<file path="config.mk">
export PLATFORM = sky130hd
export DESIGN_NAME = marching_tetrahedra_cube_core
export DESIGN_NICKNAME = d
export VERILOG_FILES = /design/src/sv/mtc_pkg.sv /design/src/sv/mtc_queue.sv /design/src/sv/mtc_front.sv /design/src/sv/mtc_back.sv /design/src/sv/marching_tetrahedra_cube_core.sv
export SDC_FILE = /design/constraint.sdc
export NUM_CORES = 1
export LEC_CHECK = 0
export BUFFER_PORTS_ARGS = -buffer_cell sky130_fd_sc_hd__buf_4
export CAP_MARGIN = 10
export CORE_MARGIN = 4
export CORE_UTILIZATION = 47
export DETAILED_ROUTE_END_ITERATION = 12
export PLACE_DENSITY = 0.6
export SETUP_SLACK_MARGIN = 0.3
export SLEW_MARGIN = 20
export SYNTH_ARGS = -nofsm -noshare
export SYNTH_HDL_FRONTEND = slang
export SYNTH_HIERARCHICAL = 1
export SYNTH_SLANG_ARGS = --single-unit
</file>
<file path="constraint.sdc">
create_clock -name clk_i -period 12.3 [get_ports clk_i]
set_input_delay 1.845 -clock clk_i [delete_from_list [all_inputs] [get_ports clk_i]]
set_output_delay 1.845 -clock clk_i [all_outputs]
set_load 0.01 [all_outputs]
</file>
<file path="src/sv/mtc_pkg.sv">
// shared constants, types and lookup tables for the marching tetrahedra cube core
`timescale 1ns / 1ps
`default_nettype none
package mtc_pkg;

  // default configuration
  localparam int SAMPLE_BITS_DEF = 16;
  localparam int COORD_BITS_DEF  = 8;
  localparam int FRAC_BITS_DEF   = 8;

  // fixed port geometry
  localparam int CoordFieldW  = 8;
  localparam int SampleFieldW = 16;
  localparam int NumCorners   = 8;
  localparam int InDataW      = 3 * CoordFieldW + NumCorners * SampleFieldW;
  localparam int PosW         = 17;
  localparam int OutDataW     = ((3 * PosW + 7) / 8) * 8;
  localparam int ThrW         = 16;
  localparam logic [ThrW-1:0] ThrReset = 16'd32768;

  // queue between front and back
  localparam int QueueDepth = 4;

  // index of the last tetrahedron of a cube
  localparam logic [2:0] LastTet = 3'd5;

  typedef enum logic [1:0] {
    FR_IDLE,
    FR_PICK,
    FR_PUSH
  } front_state_e;

  typedef enum logic [1:0] {
    BK_IDLE,
    BK_DIV,
    BK_OUT
  } back_state_e;

  // corner i of tetrahedron t
  function automatic logic [2:0] tet_corner(input logic [2:0] t, input logic [1:0] i);
    logic [11:0] row;
    case (t)
      3'd0: row = {3'd6, 3'd3, 3'd2, 3'd0};
      3'd1: row = {3'd6, 3'd3, 3'd1, 3'd0};
      3'd2: row = {3'd6, 3'd4, 3'd0, 3'd1};
      3'd3: row = {3'd7, 3'd6, 3'd3, 3'd1};
      3'd4: row = {3'd7, 3'd6, 3'd4, 3'd1};
      3'd5: row = {3'd7, 3'd5, 3'd4, 3'd1};
      default: row = '0;
    endcase
    return row[3*i +: 3];
  endfunction

  // end point of a tetrahedron edge, as a local corner index
  function automatic logic [1:0] edge_end(input logic [2:0] e, input logic which);
    logic [3:0] ends;
    case (e)
      3'd0: ends = {2'd1, 2'd0};
      3'd1: ends = {2'd2, 2'd0};
      3'd2: ends = {2'd3, 2'd0};
      3'd3: ends = {2'd2, 2'd1};
      3'd4: ends = {2'd3, 2'd1};
      3'd5: ends = {2'd3, 2'd2};
      default: ends = '0;
    endcase
    return which ? ends[3:2] : ends[1:0];
  endfunction

  // vertices emitted for a pass mask
  function automatic logic [2:0] tri_count(input logic [3:0] m);
    logic [2:0] n;
    case (m)
      4'd0, 4'd15: n = 3'd0;
      4'd3, 4'd5, 4'd6, 4'd9, 4'd10, 4'd12: n = 3'd6;
      default: n = 3'd3;
    endcase
    return n;
  endfunction

  // edge of vertex i for a pass mask
  function automatic logic [2:0] tri_edge(input logic [3:0] m, input logic [2:0] i);
    logic [17:0] row;
    case (m)
      4'd1, 4'd14: row = {3'd0, 3'd0, 3'd0, 3'd2, 3'd1, 3'd0};
      4'd2, 4'd13: row = {3'd0, 3'd0, 3'd0, 3'd4, 3'd3, 3'd0};
      4'd3:        row = {3'd4, 3'd3, 3'd2, 3'd3, 3'd2, 3'd1};
      4'd4, 4'd11: row = {3'd0, 3'd0, 3'd0, 3'd5, 3'd3, 3'd1};
      4'd5:        row = {3'd5, 3'd3, 3'd2, 3'd3, 3'd2, 3'd0};
      4'd6:        row = {3'd5, 3'd2, 3'd0, 3'd5, 3'd1, 3'd0};
      4'd7, 4'd8:  row = {3'd0, 3'd0, 3'd0, 3'd5, 3'd4, 3'd2};
      4'd9:        row = {3'd5, 3'd4, 3'd0, 3'd5, 3'd1, 3'd0};
      4'd10:       row = {3'd3, 3'd2, 3'd0, 3'd3, 3'd2, 3'd5};
      4'd12:       row = {3'd2, 3'd1, 3'd3, 3'd3, 3'd2, 3'd4};
      default:     row = '0;
    endcase
    return (i < 3'd6) ? row[3*i +: 3] : 3'd0;
  endfunction

  // pass mask of tetrahedron t
  function automatic logic [3:0] tet_mask(input logic [2:0] t, input logic [7:0] pass);
    logic [3:0] m;
    for (int i = 0; i < 4; i++) begin
      m[i] = pass[tet_corner(t, 2'(i))];
    end
    return m;
  endfunction

endpackage
`default_nettype wire

</file>
<file path="src/sv/mtc_queue.sv">
// small first-in first-out queue of edge jobs between front and back
`timescale 1ns / 1ps
`default_nettype none
module mtc_queue #(
  parameter int Width = 8
) (
  input  wire logic             clk_i,
  input  wire logic             rst_ni,
  input  wire logic             push_valid_i,
  output logic                  push_ready_o,
  input  wire logic [Width-1:0] push_data_i,
  output logic                  pop_valid_o,
  input  wire logic             pop_ready_i,
  output logic [Width-1:0]      pop_data_o
);
  import mtc_pkg::*;

  localparam int PtrW = $clog2(QueueDepth);
  localparam int CntW = $clog2(QueueDepth + 1);

  logic [Width-1:0] mem_q [QueueDepth];
  logic [PtrW-1:0]  wptr_q, rptr_q;
  logic [CntW-1:0]  cnt_q;
  logic             push, pop;

  // handshake
  assign push_ready_o = (cnt_q != CntW'(QueueDepth));
  assign pop_valid_o  = (cnt_q != '0);
  assign pop_data_o   = mem_q[rptr_q];
  assign push         = push_valid_i && push_ready_o;
  assign pop          = pop_valid_o && pop_ready_i;

  // pointers and fill count
  always_ff @(posedge clk_i or negedge rst_ni) begin
    if (!rst_ni) begin
      wptr_q <= '0;
      rptr_q <= '0;
      cnt_q  <= '0;
    end else begin
      if (push) wptr_q <= PtrW'((CntW'(wptr_q) + 1'b1) % CntW'(QueueDepth));
      if (pop) rptr_q <= PtrW'((CntW'(rptr_q) + 1'b1) % CntW'(QueueDepth));
      if (push && !pop) cnt_q <= cnt_q + 1'b1;
      else if (pop && !push) cnt_q <= cnt_q - 1'b1;
    end
  end

  // storage
  always_ff @(posedge clk_i) begin
    if (push) mem_q[wptr_q] <= push_data_i;
  end

endmodule
`default_nettype wire

</file>
<file path="src/sv/mtc_front.sv">
// front: takes cubes, classifies corners and issues one job per triangle vertex
`timescale 1ns / 1ps
`default_nettype none
module mtc_front #(
  parameter int SampleBits = 16,
  parameter int CoordBits  = 8,
  parameter int JobW       = 3 * 8 + 2 * 16 + 7
) (
  input  wire logic                        clk_i,
  input  wire logic                        rst_ni,
  input  wire logic [mtc_pkg::ThrW-1:0]    thr_i,
  input  wire logic                        cube_valid_i,
  output logic                             cube_ready_o,
  input  wire logic [mtc_pkg::InDataW-1:0] cube_data_i,
  output logic                             job_valid_o,
  input  wire logic                        job_ready_i,
  output logic [JobW-1:0]                  job_data_o
);
  import mtc_pkg::*;

  front_state_e state_q, state_d;

  logic [SampleBits-1:0] samp_q [NumCorners];
  logic [CoordBits-1:0]  org_q [3];
  logic [7:0]            pass_q;
  logic [2:0]            tet_q, idx_q;
  logic [SampleBits-1:0] sa_q;

  logic [SampleBits-1:0] thr;
  logic [7:0]            pass_in;
  logic                  any_in;
  logic [3:0]            mask;
  logic [2:0]            cnt, edge_id, ca, cb;
  logic                  later, last_idx, last_job;
  logic                  accept, push;

  assign thr = SampleBits'(thr_i);

  // classify incoming corners
  always_comb begin
    any_in = 1'b0;
    for (int k = 0; k < NumCorners; k++) begin
      pass_in[k] = SampleBits'(cube_data_i[3*CoordFieldW + k*SampleFieldW +: SampleFieldW]) > thr;
    end
    for (int t = 0; t < 6; t++) begin
      if (tet_mask(3'(t), pass_in) != 4'd0 && tet_mask(3'(t), pass_in) != 4'd15) any_in = 1'b1;
    end
  end

  // current edge and whether it closes the cube
  always_comb begin
    mask     = tet_mask(tet_q, pass_q);
    cnt      = tri_count(mask);
    edge_id  = tri_edge(mask, idx_q);
    ca       = tet_corner(tet_q, edge_end(edge_id, 1'b0));
    cb       = tet_corner(tet_q, edge_end(edge_id, 1'b1));
    later    = 1'b0;
    for (int t = 0; t < 6; t++) begin
      if (3'(t) > tet_q && tri_count(tet_mask(3'(t), pass_q)) != 3'd0) later = 1'b1;
    end
    last_idx = (idx_q == cnt - 3'd1);
    last_job = last_idx && !later;
  end

  // next state
  always_comb begin
    state_d = state_q;
    case (state_q)
      FR_IDLE: if (cube_valid_i && any_in) state_d = FR_PICK;
      FR_PICK: begin
        if (cnt != 3'd0) state_d = FR_PUSH;
        else if (tet_q == LastTet) state_d = FR_IDLE;
      end
      FR_PUSH: if (job_ready_i) state_d = last_job ? FR_IDLE : FR_PICK;
      default: state_d = FR_IDLE;
    endcase
  end

  // outputs
  always_comb begin
    cube_ready_o = 1'b0;
    job_valid_o  = 1'b0;
    case (state_q)
      FR_IDLE: cube_ready_o = 1'b1;
      FR_PUSH: job_valid_o = 1'b1;
      default: ;
    endcase
  end

  assign accept = cube_valid_i && cube_ready_o;
  assign push   = job_valid_o && job_ready_i;

  assign job_data_o = {last_job, cb, ca, samp_q[cb], sa_q, org_q[2], org_q[1], org_q[0]};

  // control registers
  always_ff @(posedge clk_i or negedge rst_ni) begin
    if (!rst_ni) begin
      state_q <= FR_IDLE;
      tet_q   <= '0;
      idx_q   <= '0;
    end else begin
      state_q <= state_d;
      if (accept) begin
        tet_q <= '0;
        idx_q <= '0;
      end else if (state_q == FR_PICK && cnt == 3'd0) begin
        tet_q <= tet_q + 3'd1;
      end else if (push) begin
        if (last_idx) begin
          idx_q <= '0;
          tet_q <= tet_q + 3'd1;
        end else begin
          idx_q <= idx_q + 3'd1;
        end
      end
    end
  end

  // cube payload and first edge sample
  always_ff @(posedge clk_i) begin
    if (accept) begin
      pass_q <= pass_in;
      for (int c = 0; c < 3; c++) begin
        org_q[c] <= CoordBits'(cube_data_i[c*CoordFieldW +: CoordFieldW]);
      end
      for (int k = 0; k < NumCorners; k++) begin
        samp_q[k] <= SampleBits'(cube_data_i[3*CoordFieldW + k*SampleFieldW +: SampleFieldW]);
      end
    end
    if (state_q == FR_PICK) sa_q <= samp_q[ca];
  end

endmodule
`default_nettype wire

</file>
<file path="src/sv/mtc_back.sv">
// back: inverse-lerp divide per edge job and vertex position output
`timescale 1ns / 1ps
`default_nettype none
module mtc_back #(
  parameter int SampleBits = 16,
  parameter int CoordBits  = 8,
  parameter int FracBits   = 8,
  parameter int JobW       = 3 * 8 + 2 * 16 + 7
) (
  input  wire logic                         clk_i,
  input  wire logic                         rst_ni,
  input  wire logic [mtc_pkg::ThrW-1:0]     thr_i,
  input  wire logic                         job_valid_i,
  output logic                              job_ready_o,
  input  wire logic [JobW-1:0]              job_data_i,
  output logic                              vtx_valid_o,
  input  wire logic                         vtx_ready_i,
  output logic [mtc_pkg::OutDataW-1:0]      vtx_data_o,
  output logic                              vtx_last_o
);
  import mtc_pkg::*;

  localparam int SaOff = 3 * CoordBits;
  localparam int SbOff = SaOff + SampleBits;
  localparam int CaOff = SbOff + SampleBits;
  localparam int CbOff = CaOff + 3;
  localparam int LsOff = CbOff + 3;
  localparam int CntW  = $clog2(FracBits + 1);
  localparam int FW    = FracBits + 1;
  localparam int PW    = CoordBits + FracBits + 1;

  back_state_e state_q, state_d;

  logic [SampleBits-1:0] den_q, rem_q;
  logic [FracBits-1:0]   quo_q;
  logic [CntW-1:0]       cnt_q;
  logic                  f_zero_q, f_one_q, last_q;
  logic [2:0]            ca_q, cb_q;
  logic [CoordBits-1:0]  org_q [3];

  logic                  out_valid_q, out_last_q;
  logic [OutDataW-1:0]   out_data_q;

  logic [SampleBits-1:0] thr, sa, sb;
  logic [SampleBits-1:0] num_d, den_d;
  logic                  zero_d, one_d;
  logic [SampleBits:0]   rem2, rsum;
  logic [FW-1:0]         f, g;
  logic [PW-1:0]         pos [3];
  logic                  take, load_out;

  assign thr = SampleBits'(thr_i);
  assign sa  = job_data_i[SaOff +: SampleBits];
  assign sb  = job_data_i[SbOff +: SampleBits];

  // divider setup from both edge samples
  always_comb begin
    num_d  = '0;
    den_d  = '0;
    zero_d = 1'b0;
    if (sa > sb) begin
      num_d  = thr - sb;
      den_d  = sa - sb;
      zero_d = thr < sb;
    end else if (sb > sa) begin
      num_d  = sb - thr;
      den_d  = sb - sa;
      zero_d = thr > sb;
    end else begin
      zero_d = 1'b1;
    end
    one_d = !zero_d && (num_d >= den_d);
  end

  // restoring divide step and rounding
  assign rem2 = {rem_q, 1'b0};
  assign rsum = {1'b0, rem_q} + {1'b0, den_q >> 1};

  always_comb begin
    if (f_zero_q) f = '0;
    else if (f_one_q) f = FW'(1) << FracBits;
    else f = {1'b0, quo_q} + FW'(rsum >= {1'b0, den_q});
    g = (FW'(1) << FracBits) - f;
    for (int c = 0; c < 3; c++) begin
      pos[c] = {1'b0, org_q[c], {FracBits{1'b0}}}
             + (ca_q[2-c] ? PW'(f) : '0) + (cb_q[2-c] ? PW'(g) : '0);
    end
  end

  // next state
  always_comb begin
    state_d = state_q;
    case (state_q)
      BK_IDLE: if (job_valid_i) state_d = BK_DIV;
      BK_DIV:  if (cnt_q == CntW'(FracBits - 1)) state_d = BK_OUT;
      BK_OUT:  if (!out_valid_q || vtx_ready_i) state_d = BK_IDLE;
      default: state_d = BK_IDLE;
    endcase
  end

  // outputs
  always_comb begin
    job_ready_o = 1'b0;
    load_out    = 1'b0;
    case (state_q)
      BK_IDLE: job_ready_o = 1'b1;
      BK_OUT:  load_out = !out_valid_q || vtx_ready_i;
      default: ;
    endcase
  end

  assign take = job_valid_i && job_ready_o;

  // control registers and output valid
  always_ff @(posedge clk_i or negedge rst_ni) begin
    if (!rst_ni) begin
      state_q     <= BK_IDLE;
      cnt_q       <= '0;
      out_valid_q <= 1'b0;
    end else begin
      state_q <= state_d;
      if (take) cnt_q <= '0;
      else if (state_q == BK_DIV) cnt_q <= cnt_q + 1'b1;
      if (load_out) out_valid_q <= 1'b1;
      else if (vtx_ready_i) out_valid_q <= 1'b0;
    end
  end

  // divider datapath and job payload
  always_ff @(posedge clk_i) begin
    if (take) begin
      den_q    <= den_d;
      rem_q    <= num_d;
      quo_q    <= '0;
      f_zero_q <= zero_d;
      f_one_q  <= one_d;
      ca_q     <= job_data_i[CaOff +: 3];
      cb_q     <= job_data_i[CbOff +: 3];
      last_q   <= job_data_i[LsOff];
      for (int c = 0; c < 3; c++) begin
        org_q[c] <= job_data_i[c*CoordBits +: CoordBits];
      end
    end else if (state_q == BK_DIV) begin
      if (rem2 >= {1'b0, den_q}) begin
        rem_q <= SampleBits'(rem2 - {1'b0, den_q});
        quo_q <= {quo_q[FracBits-2:0], 1'b1};
      end else begin
        rem_q <= SampleBits'(rem2);
        quo_q <= {quo_q[FracBits-2:0], 1'b0};
      end
    end
    if (load_out) begin
      out_data_q <= OutDataW'({PosW'(pos[2]), PosW'(pos[1]), PosW'(pos[0])});
      out_last_q <= last_q;
    end
  end

  assign vtx_valid_o = out_valid_q;
  assign vtx_data_o  = out_data_q;
  assign vtx_last_o  = out_last_q;

endmodule
`default_nettype wire

</file>
<file path="src/sv/marching_tetrahedra_cube_core.sv">
// top level of the marching tetrahedra cube core
//
// s_axis carries one voxel cube per item: origin and eight corner samples.
// m_axis carries one triangle vertex per item, tlast on the final vertex of
// a cube; a cube with no surface crossing gives no vertex at all.
// cfg writes the iso threshold; it is always ready. It must be written only
// while the core is idle; the core itself does not enforce this.
// The front takes a cube, then steps through its tetrahedra: an empty one
// passes through FR_PICK alone and each vertex through FR_PICK and FR_PUSH,
// pushing one edge job per vertex into a four-entry queue. It takes the
// next cube once the last job is queued. The back runs a restoring divider,
// one quotient bit per cycle, and takes a new job only once the finished
// vertex is loaded into the output register; this divider sets the
// throughput of surface cubes.
// When m_axis stalls the finished vertex waits in the output register,
// the back holds its next vertex, the queue fills and then the front stops
// taking cubes. Reset empties queue and pipeline and sets the threshold
// to 32768.
`timescale 1ns / 1ps
`default_nettype none
module marching_tetrahedra_cube_core #(
  parameter int SAMPLE_BITS = mtc_pkg::SAMPLE_BITS_DEF,
  parameter int COORD_BITS  = mtc_pkg::COORD_BITS_DEF,
  parameter int FRAC_BITS   = mtc_pkg::FRAC_BITS_DEF
) (
  input  wire logic                        clk_i,
  input  wire logic                        rst_ni,
  input  wire logic                        cfg_valid_i,
  output logic                             cfg_ready_o,
  input  wire logic [mtc_pkg::ThrW-1:0]    cfg_data_i,   // threshold
  input  wire logic                        s_axis_tvalid,
  output logic                             s_axis_tready,
  // cube_x, cube_y, cube_z, corner_value_0 .. corner_value_7
  input  wire logic [mtc_pkg::InDataW-1:0] s_axis_tdata,
  output logic                             m_axis_tvalid,
  input  wire logic                        m_axis_tready,
  output logic [mtc_pkg::OutDataW-1:0]     m_axis_tdata,  // pos_x, pos_y, pos_z, zero pad
  output logic                             m_axis_tlast   // last_vertex
);
  import mtc_pkg::*;

  localparam int JobW = 3 * COORD_BITS + 2 * SAMPLE_BITS + 7;

  logic [ThrW-1:0] thr_q;
  logic            job_in_valid, job_in_ready, job_out_valid, job_out_ready;
  logic [JobW-1:0] job_in_data, job_out_data;

  // threshold register
  assign cfg_ready_o = 1'b1;
  always_ff @(posedge clk_i or negedge rst_ni) begin
    if (!rst_ni) thr_q <= ThrReset;
    else if (cfg_valid_i) thr_q <= cfg_data_i;
  end

  mtc_front #(
    .SampleBits(SAMPLE_BITS),
    .CoordBits (COORD_BITS),
    .JobW      (JobW)
  ) u_front (
    .clk_i       (clk_i),
    .rst_ni      (rst_ni),
    .thr_i       (thr_q),
    .cube_valid_i(s_axis_tvalid),
    .cube_ready_o(s_axis_tready),
    .cube_data_i (s_axis_tdata),
    .job_valid_o (job_in_valid),
    .job_ready_i (job_in_ready),
    .job_data_o  (job_in_data)
  );

  mtc_queue #(
    .Width(JobW)
  ) u_queue (
    .clk_i       (clk_i),
    .rst_ni      (rst_ni),
    .push_valid_i(job_in_valid),
    .push_ready_o(job_in_ready),
    .push_data_i (job_in_data),
    .pop_valid_o (job_out_valid),
    .pop_ready_i (job_out_ready),
    .pop_data_o  (job_out_data)
  );

  mtc_back #(
    .SampleBits(SAMPLE_BITS),
    .CoordBits (COORD_BITS),
    .FracBits  (FRAC_BITS),
    .JobW      (JobW)
  ) u_back (
    .clk_i      (clk_i),
    .rst_ni     (rst_ni),
    .thr_i      (thr_q),
    .job_valid_i(job_out_valid),
    .job_ready_o(job_out_ready),
    .job_data_i (job_out_data),
    .vtx_valid_o(m_axis_tvalid),
    .vtx_ready_i(m_axis_tready),
    .vtx_data_o (m_axis_tdata),
    .vtx_last_o (m_axis_tlast)
  );

  // front never issues jobs while it is open for a new cube
  assert property (@(posedge clk_i) disable iff (!rst_ni)
    s_axis_tready |-> !job_in_valid)
    else $error("front issued a job while idle");

  // a stalled job stays offered to the queue
  assert property (@(posedge clk_i) disable iff (!rst_ni)
    job_in_valid && !job_in_ready |=> job_in_valid && $stable(job_in_data))
    else $error("front dropped a stalled job");

  // an idle back with an empty queue starts no new vertex
  assert property (@(posedge clk_i) disable iff (!rst_ni)
    job_out_ready && !job_out_valid |=> !m_axis_tvalid || $past(m_axis_tvalid))
    else $error("vertex appeared without a job");

endmodule
`default_nettype wire
</file>
==> results of run 1 <==
-- per-layer routing --
metal / vias to the layer above / wire length [microns] / GRT usage [%]
met5: - / 54 / 0
met1: 12370 / 42200 / 31.8
met2: 773 / 47500 / 40.0
met4: 6 / 3070 / 7.17
met3: 155 / 5320 / 3.73
li1: 11716 / - / -
-- state kept, by name (all words and copies together) (netlist names), 3 cells and up, named ones only --
signal	flops
thr_q	16
u_back/ca_q	3
u_back/cb_q	3
u_back/cnt_q	4
u_back/den_q	16
u_back/org_q	24
u_back/quo_q	8
u_back/rem_q	16
u_back/vtx_data_o	51
u_front/idx_q	3
u_front/org_q	24
u_front/pass_q	8
u_front/sa_q	16
u_front/samp_q	128
u_front/tet_q	3
u_queue/cnt_q	3
u_queue/mem_q	252
-- synthesized netlist by cell type (18+ instances only) --
cell type / instances
edfxtp_1: 545
o21ai_0: 92
dfxtp_1: 26
nand2_1: 135
a2bb2oi_1: 23
nor2b_1: 41
xor2_1: 28
nor2_1: 119
a31oi_1: 28
buf_4: 18
o21a_1: 66
a21oi_1: 140
and2_1: 74
o21bai_1: 18
dfrtp_1: 37
inv_1: 204
xnor2_1: 67
ha_1: 343
a21o_1: 88
nand2b_1: 23
buf_2: 40
nand3_1: 41
nand4_1: 41
mux4_2: 64
clkbuf_1: 53
a211oi_1: 92
and3_1: 69
nor3_1: 34
mux2_2: 20
o22ai_1: 31
-- per-stage QoR --
stage	setup slack (ps)	hold slack (ps)	util, %	cells	instance area [sq um]
2_1_floorplan	3450	400	-	2975	36200
3_3_place_gp	4320	429	50.7	4118	38600
3_5_place_dp	4200	425	50.7	4118	38600
4_1_cts	4150	438	53.6	4243	40800
5_1_grt	3560	461	53.6	4243	40800
6_report	4100	429	53.7	4246	40800
-- worst paths after layout --
path	from	to	slack (ps)	cells past startpoint
setup / recovery	u_back/rem_q[0]$_DFFE_PP_	u_back/vtx_data_o[14]$_DFFE_PP_	4100	33
hold / removal	u_back/last_q$_DFFE_PP_	u_back/vtx_last_o$_DFFE_PP_	430	0
setup reg to reg	u_back/rem_q[0]$_DFFE_PP_	u_back/vtx_data_o[14]$_DFFE_PP_	4100	33
hold reg to reg	u_back/last_q$_DFFE_PP_	u_back/vtx_last_o$_DFFE_PP_	430	0
max in group asynchronous	rst_ni	u_queue/rptr_q[0]$_DFFE_PN0P_	10520	1
min in group asynchronous	rst_ni	thr_q[12]$_DFFE_PN0P_	1230	1
-- cells by family after synthesis --
group           after synthesis  share of synthesized area (%)
buf+inv                     345                           4.31
flops                       609                           49.3
xor+xnor                     96                           2.36
compound gates              778                           15.6
simple gates                663                           9.94
other cells                   2                         0.0208
fa+ha+maj                   357                           12.6
mux                         121                           5.83
-- cell usage in the layout, fill, tap and decap left out, drive strengths merged, types with 88 or more instances in the layout --
cell / count
a211oi: 102
a21o: 88
a21oi: 141
buf: 245
clkbuf: 90
edfxtp: 545
ha: 343
inv: 219
nand2: 138
nor2: 120
o21ai: 104
-- area by class of cell --
class	instances	area, sq um
repair buffers	245	1840
fillers	6522	35300
inverters	213	807
clock inverters	35	383
diodes	3	7.51
multi-input cells	2021	16800
clock buffers	90	1850
well taps	1030	1290
flip-flops and latches	609	17800
==> reports/metrics.sh, run 1 <==
WORST-ENDPOINT-REQUIRED_PS=12650
CP_TOP_FAMILY='compound AO/OA/AOI/OAI gates'
SYNTH.DISTINCT_CELLS=108
WORSTSKEWPAIRLATENCY_PS=630
CRITICAL-PATH-TOP-CELL-BY-COUNT='ha_1'
REMAINING_DRC_ERRORS=0
POSTSYNTH.TOPFLOPCELL='edfxtp_1'
PATH_CLK_SLEW_PS=60
SYNTH_ENABLE_FLOP_CELLS=545
PIN_COUNT_OF_THE_BIGGEST_NET_ENTERING_GLOBAL_ROUTING=96
WORST_CASE_HEADROOM_TO_THE_MAX_SLEW_LIMIT_PCT=21.8
FP.COREAREA_SQ_UM=76100
CRIT_PATH_START_KIND='register'
CLOCK-ROOT-BUFFER='clkbuf_16'
TIMING_HOLD_VIOLATIONS_FINAL=0
VIAS=25020
GRT_OVERFLOW=0
NETLIST.TOP_CELL.BY_AREA='edfxtp_1'
GLOBALPLACE.CONGESTION=0.907
FLOORPLAN.INITIALDENSITY_PCT=47.5
TOTAL_DIE_AREA_SQ_UM=81500
REMAINING_ANTENNA_VIOLATION_COUNT_AFTER_ROUTING=0
POST_SYNTH_MAIN_AREA_CONTRIBUTORS='edfxtp_1, ha_1, mux4_2'
DIE_HEIGHT_MICRONS=285
YOSYSSEQAREASHARE_PCT=49.3
TIMING.CLOCK.SKEW_PS=37.7
CLOCK_TREE.HTREE_LEVEL_COUNT=3
WORSTPATHMAXFANOUT=5
LAYOUT-DRIVE-GT1-SHARE_PCT=16.7
NNETSFINAL=3688
TRITONCTS='done'
LAYOUT-AREA-OVERHEAD-VS-SYNTH_PCT=12.9
FMAX_MHz=122
WIRE_PER_INST_MICRONS=23.1
FLOORPLAN.IO_PINS=233
CTS_SINKS=609
POST_SYNTH_INSTANCE_AREA_SQ_UM=36200
FP-ROW-COUNT=101
SYN_INST=2971
VIA_COUNT_OF_THE_FIRST_GLOBAL_ROUTING_PASS=25396
MIN-DELAY-PATH-CLASS='reg2reg'
POST_CTS_BUFFERS=0
ENDPOINT_KIND='register'
CRIT_PATH_MAX_INCR_DELAY_PS=530
FIN_SETUP_TNS_PS=0
GRT_ANTENNA_BEFORE_REPAIR=4
MIN_PERIOD_PS=8200
SLOWEST_STAGE_CELL_CP='o41ai_1'
VIA_PER_INST=5.89
FIRST_DRT_PASS_ITERATION_COUNT=5
RSZ0062_AT_GRT='false'
OUTCOME='finished, final reports clean'
YS_ASYNC_SR_FRACTION_PCT=6.24
WORST-ENDPOINT-ARRIVAL_PS=8550
CLOCK_BUFFER_COUNT_FROM_CTS=68
GRT_USE_TOTAL_PCT=23.8
PATH_BUF_INV=2
CTS_MAX_PATH_BUFFERS=3
CTS_REPAIR_RESIZE_COUNT=0
FINALMAXSLEWVIOLATIONS=0
SYNTH_SEQ_CELLS=609
TOTALWIRELENGTH_MICRONS=98200
WORST_SETUP_PATH_CATEGORY='reg2reg'
SETUP_VIOL_COUNT_FINAL=0
SYNTH.TOP_CELL.AREA_SHARE_PCT=45.3
SYNTHESIS.AREA_PER_INSTANCE_SQ_UM=12.2
FINAL_HPWL_FROM_DETAILED_PLACEMENT_MICRONS=73300
GRT_PASS1_WL_MICRONS=151000
TIMING.MAX_CAP.VIOLATIONS=0
IO_BUFFER_COUNT=226
TRANSITION_TIME_OF_THE_TIGHTEST_SLEW_CHECK_PIN_PS=1170
DETAIL_ROUTE.ITER0.VIOLATIONS=1814
POST_CTS_HOLD_BUFFER_COUNT=0
YOSYSWARNINGCOUNT=6
FIN_CRIT_SH_PCT=66.7
DIE_W_MICRONS=285
Power of run 1 is left out: the tool's default activity adds up to more than one toggle a clock period on the data nets, which glitch-free logic cannot reach.
==> inputs of run 2 (changes only) <==
==> constraint.sdc (replaced) <==
create_clock -name clk_i -period 8.6 [get_ports clk_i]
set_input_delay 1.29 -clock clk_i [delete_from_list [all_inputs] [get_ports clk_i]]
set_output_delay 1.29 -clock clk_i [all_outputs]
set_load 0.01 [all_outputs]
==> run 2 against run 1 <==
Net effect:
- sequential share of layout area shrank 0.16 points
- register-to-register slack lost 3300 ps
- worst hold slack lost 6.4 ps
- wire length is essentially flat
- first-iteration DRC count grew 6.5%
- critical path depth grew 1
- cell area grew 0.37%
- sequential cell count is the same
- maximum frequency grew 5.6%
- final cell count is essentially flat
- core utilization grew 0.20 points
==> reports/metrics.sh, run 2 (synthesis results as in run 1) <==
PATH_CLK_SLEW_PS=60  # about the same
SETUP.WORST_PATH.END='u_back/vtx_data_o[15]$_DFFE_PP_'
WORSTPATHMAXFANOUT=5  # unchanged
DIE_HEIGHT_MICRONS=285  # unchanged
CLOCK_BUFFER_COUNT_FROM_CTS=69  # +1.5%
CLOCK_TREE.HTREE_LEVEL_COUNT=3  # unchanged
FLOORPLAN.IO_PINS=233  # unchanged
TIMING_HOLD_VIOLATIONS_FINAL=0  # unchanged
WORST_HOLD_PATH.NUM_CELLS=0  # unchanged
TIMING.CLOCK.SKEW_PS=27.1  # -10.6 ps
WORSTSKEWPAIRLATENCY_PS=610  # -20 ps
TRANSITION_TIME_OF_THE_TIGHTEST_SLEW_CHECK_PIN_PS=1170  # +4.85 ps
CRIT-REG2REG-LAUNCH='u_back/rem_q[0]$_DFFE_PP_'
TOTAL_DIE_AREA_SQ_UM=81500  # unchanged
SETUP_SLACK_ON_THE_WORST_FLOP_TO_FLOP_PATH_PS=830  # -3270 ps
FINAL_COMMON_CELL='edfxtp_1'
POST_CTS_HOLD_BUFFER_COUNT=0  # unchanged
WIRE_PER_INST_MICRONS=23.1  # about the same
TRITONCTS='done'
DRT-MET1-WL_MICRONS=42800  # +1.4%
FF2FF_PATH_DEPTH=34  # +3.0%
GRT_PASS1_WL_MICRONS=150000  # -0.79%
GLOBALPLACE.CONGESTION=0.895  # -1.3%
CLOCK-ROOT-BUFFER='clkbuf_16'
VIA_COUNT_OF_THE_FIRST_GLOBAL_ROUTING_PASS=25410  # +0.055%
WORST-ENDPOINT-REQUIRED_PS=8950  # -3700 ps
PIN_COUNT_OF_THE_BIGGEST_NET_ENTERING_GLOBAL_ROUTING=97  # +1.0%
WORST_CASE_HEADROOM_TO_THE_MAX_SLEW_LIMIT_PCT=21.5  # -0.32 points
CRIT_PATH_START_KIND='register'
FLOORPLAN.INITIALDENSITY_PCT=47.5  # unchanged
LARGEST_REGISTER_FFS=252  # unchanged
FIRST_DRT_PASS_ITERATION_COUNT=5  # unchanged
SETUP_VIOL_COUNT_FINAL=0  # unchanged
GRT_OVERFLOW=0  # unchanged
LAYOUT-AREA-OVERHEAD-VS-SYNTH_PCT=13.3
OUTCOME='finished, final reports clean'
TOTAL_MET2_WIRELENGTH_AFTER_DETAILED_ROUTING_MICRONS=47500  # about the same
WIRE_LENGTH_ON_MET3_MICRONS=5240  # -1.4%
CRITICAL-PATH-TOP-CELL-BY-COUNT='ha_1'
NNETSFINAL=3692  # +0.11%
FP-ROW-COUNT=101  # unchanged
REMAINING_DRC_ERRORS=0  # unchanged
SLOWEST_STAGE_CELL_CP='edfxtp_1'
MAX_FLOP_REGISTER='u_queue/mem_q'
TIMING.MAX_CAP.VIOLATIONS=0  # unchanged
DETAIL_ROUTE.ITER0.VIOLATIONS=1932  # +6.5%
CTS_SINKS=609  # unchanged
FIN_SETUP_TNS_PS=0  # unchanged
TOP_LAYER='met5'
VIAS=25112  # +0.37%
CRIT_PATH_MAX_INCR_DELAY_PS=440  # -90 ps
WORST_SETUP_PATH_CATEGORY='reg2reg'
NFILLCELLS=6510  # -0.18%
FINALMAXSLEWVIOLATIONS=0  # unchanged
MIN_PERIOD_PS=7770  # -432 ps
FINAL_HPWL_FROM_DETAILED_PLACEMENT_MICRONS=73400  # +0.14%
VIA_PER_INST=5.91  # +0.27%
CTS_MAX_PATH_BUFFERS=3  # unchanged
FIN_CRIT_SH_PCT=90.4  # +24 points
FMAX_MHz=129  # +5.6%
LAYOUT_COMMON_CELLS='edfxtp_1, ha_1, buf_4, inv_1, a21oi_1'
GRT_USE_TOTAL_PCT=23.6  # -0.19 points
MIN-DELAY-PATH-CLASS='reg2reg'
RSZ0062_AT_GRT='true'
GRT_ANTENNA_BEFORE_REPAIR=7  # +3
REMAINING_ANTENNA_VIOLATION_COUNT_AFTER_ROUTING=0  # unchanged
CRIT-REG2REG-CAPTURE='u_back/vtx_data_o[15]$_DFFE_PP_'
CRITICAL_PATH.STARTPOINT='u_back/rem_q[0]$_DFFE_PP_'
WORST-ENDPOINT-ARRIVAL_PS=8120  # -430 ps
DIE_W_MICRONS=285  # unchanged
TOTALWIRELENGTH_MICRONS=98200  # about the same
IO_BUFFER_COUNT=226  # unchanged
FP.COREAREA_SQ_UM=76100  # unchanged
ENDPOINT_KIND='register'
LAYOUT-DRIVE-GT1-SHARE_PCT=17.1  # +0.48 points
==> run 2: cell count changes in the layout (fill, tap and decap cells not counted), moves of 2 or more <==
cell	change
buf_4	+3
bufinv_16	+2
clkbuf_1	-7
clkinv_1	-2
clkinvlp_4	+5
inv_16	-3
inv_6	+2
==> run 2: metal layers <==
metal	vias up	GRT usage, %
met5	-	0
met4	10	6.88
met1	12479	31.6
met3	145	3.78
li1	11733	-
met2	745	39.7
==> run 2: stage by stage <==
| stage | setup WS, ps | hold slack (ps) | cell area [sq um] | instances | utilization [%] |
|---|---|---|---|---|---|
| after floorplan | 305 | 400 | 36200 | 2975 | - |
| after global placement | 776 | 415 | 38600 | 4121 | 50.7 |
| after detailed placement | 648 | 424 | 38600 | 4121 | 50.7 |
| after CTS | 598 | 423 | 40900 | 4247 | 53.8 |
| after global routing | 278 | 443 | 41000 | 4247 | 53.8 |
| final | 828 | 423 | 41000 | 4250 | 53.9 |
==> run 2: how the worst min path moves through the flow <==
stage                             from                          end
4_1_cts        u_back/last_q$_DFFE_PP_  u_back/vtx_last_o$_DFFE_PP_
3_3_place_gp   u_back/last_q$_DFFE_PP_  u_back/vtx_last_o$_DFFE_PP_
5_1_grt        u_back/last_q$_DFFE_PP_  u_back/vtx_last_o$_DFFE_PP_
6_report       u_back/last_q$_DFFE_PP_  u_back/vtx_last_o$_DFFE_PP_
2_1_floorplan  u_back/last_q$_DFFE_PP_  u_back/vtx_last_o$_DFFE_PP_
3_5_place_dp   u_back/last_q$_DFFE_PP_  u_back/vtx_last_o$_DFFE_PP_
==> run 2: cell type report <==
cell class                 instances  area [sq um]  share of cell area (%)
antenna                            3          7.51                  0.0183
clock buffer                      85          1860                    4.54
clock inverter                    41           479                    1.17
inverter                         213           807                    1.97
multi-input combinational       2021         16800                    41.1
sequential                       609         17800                    43.6
tap                             1030          1290                    3.15
timing repair buffer             248          1860                    4.54
==> run 2: worst max-delay path: cells and delay by family, from the launching register on <==
kind / cells / cell delay [ps]
fa+ha+maj: 8 / 2390
flops: 1 / 440
compound gates: 18 / 3550
xor+xnor: 3 / 450
simple gates: 3 / 550
buf+inv: 2 / 140
==> run 2: timing repair <==
action / 4_1_cts / 5_1_grt
setup buffers: 0 / 0
gates resized for setup: 0 / 4
endpoints found under the setup margin: 0 / 19
Power of run 2 is left out for the same reason.
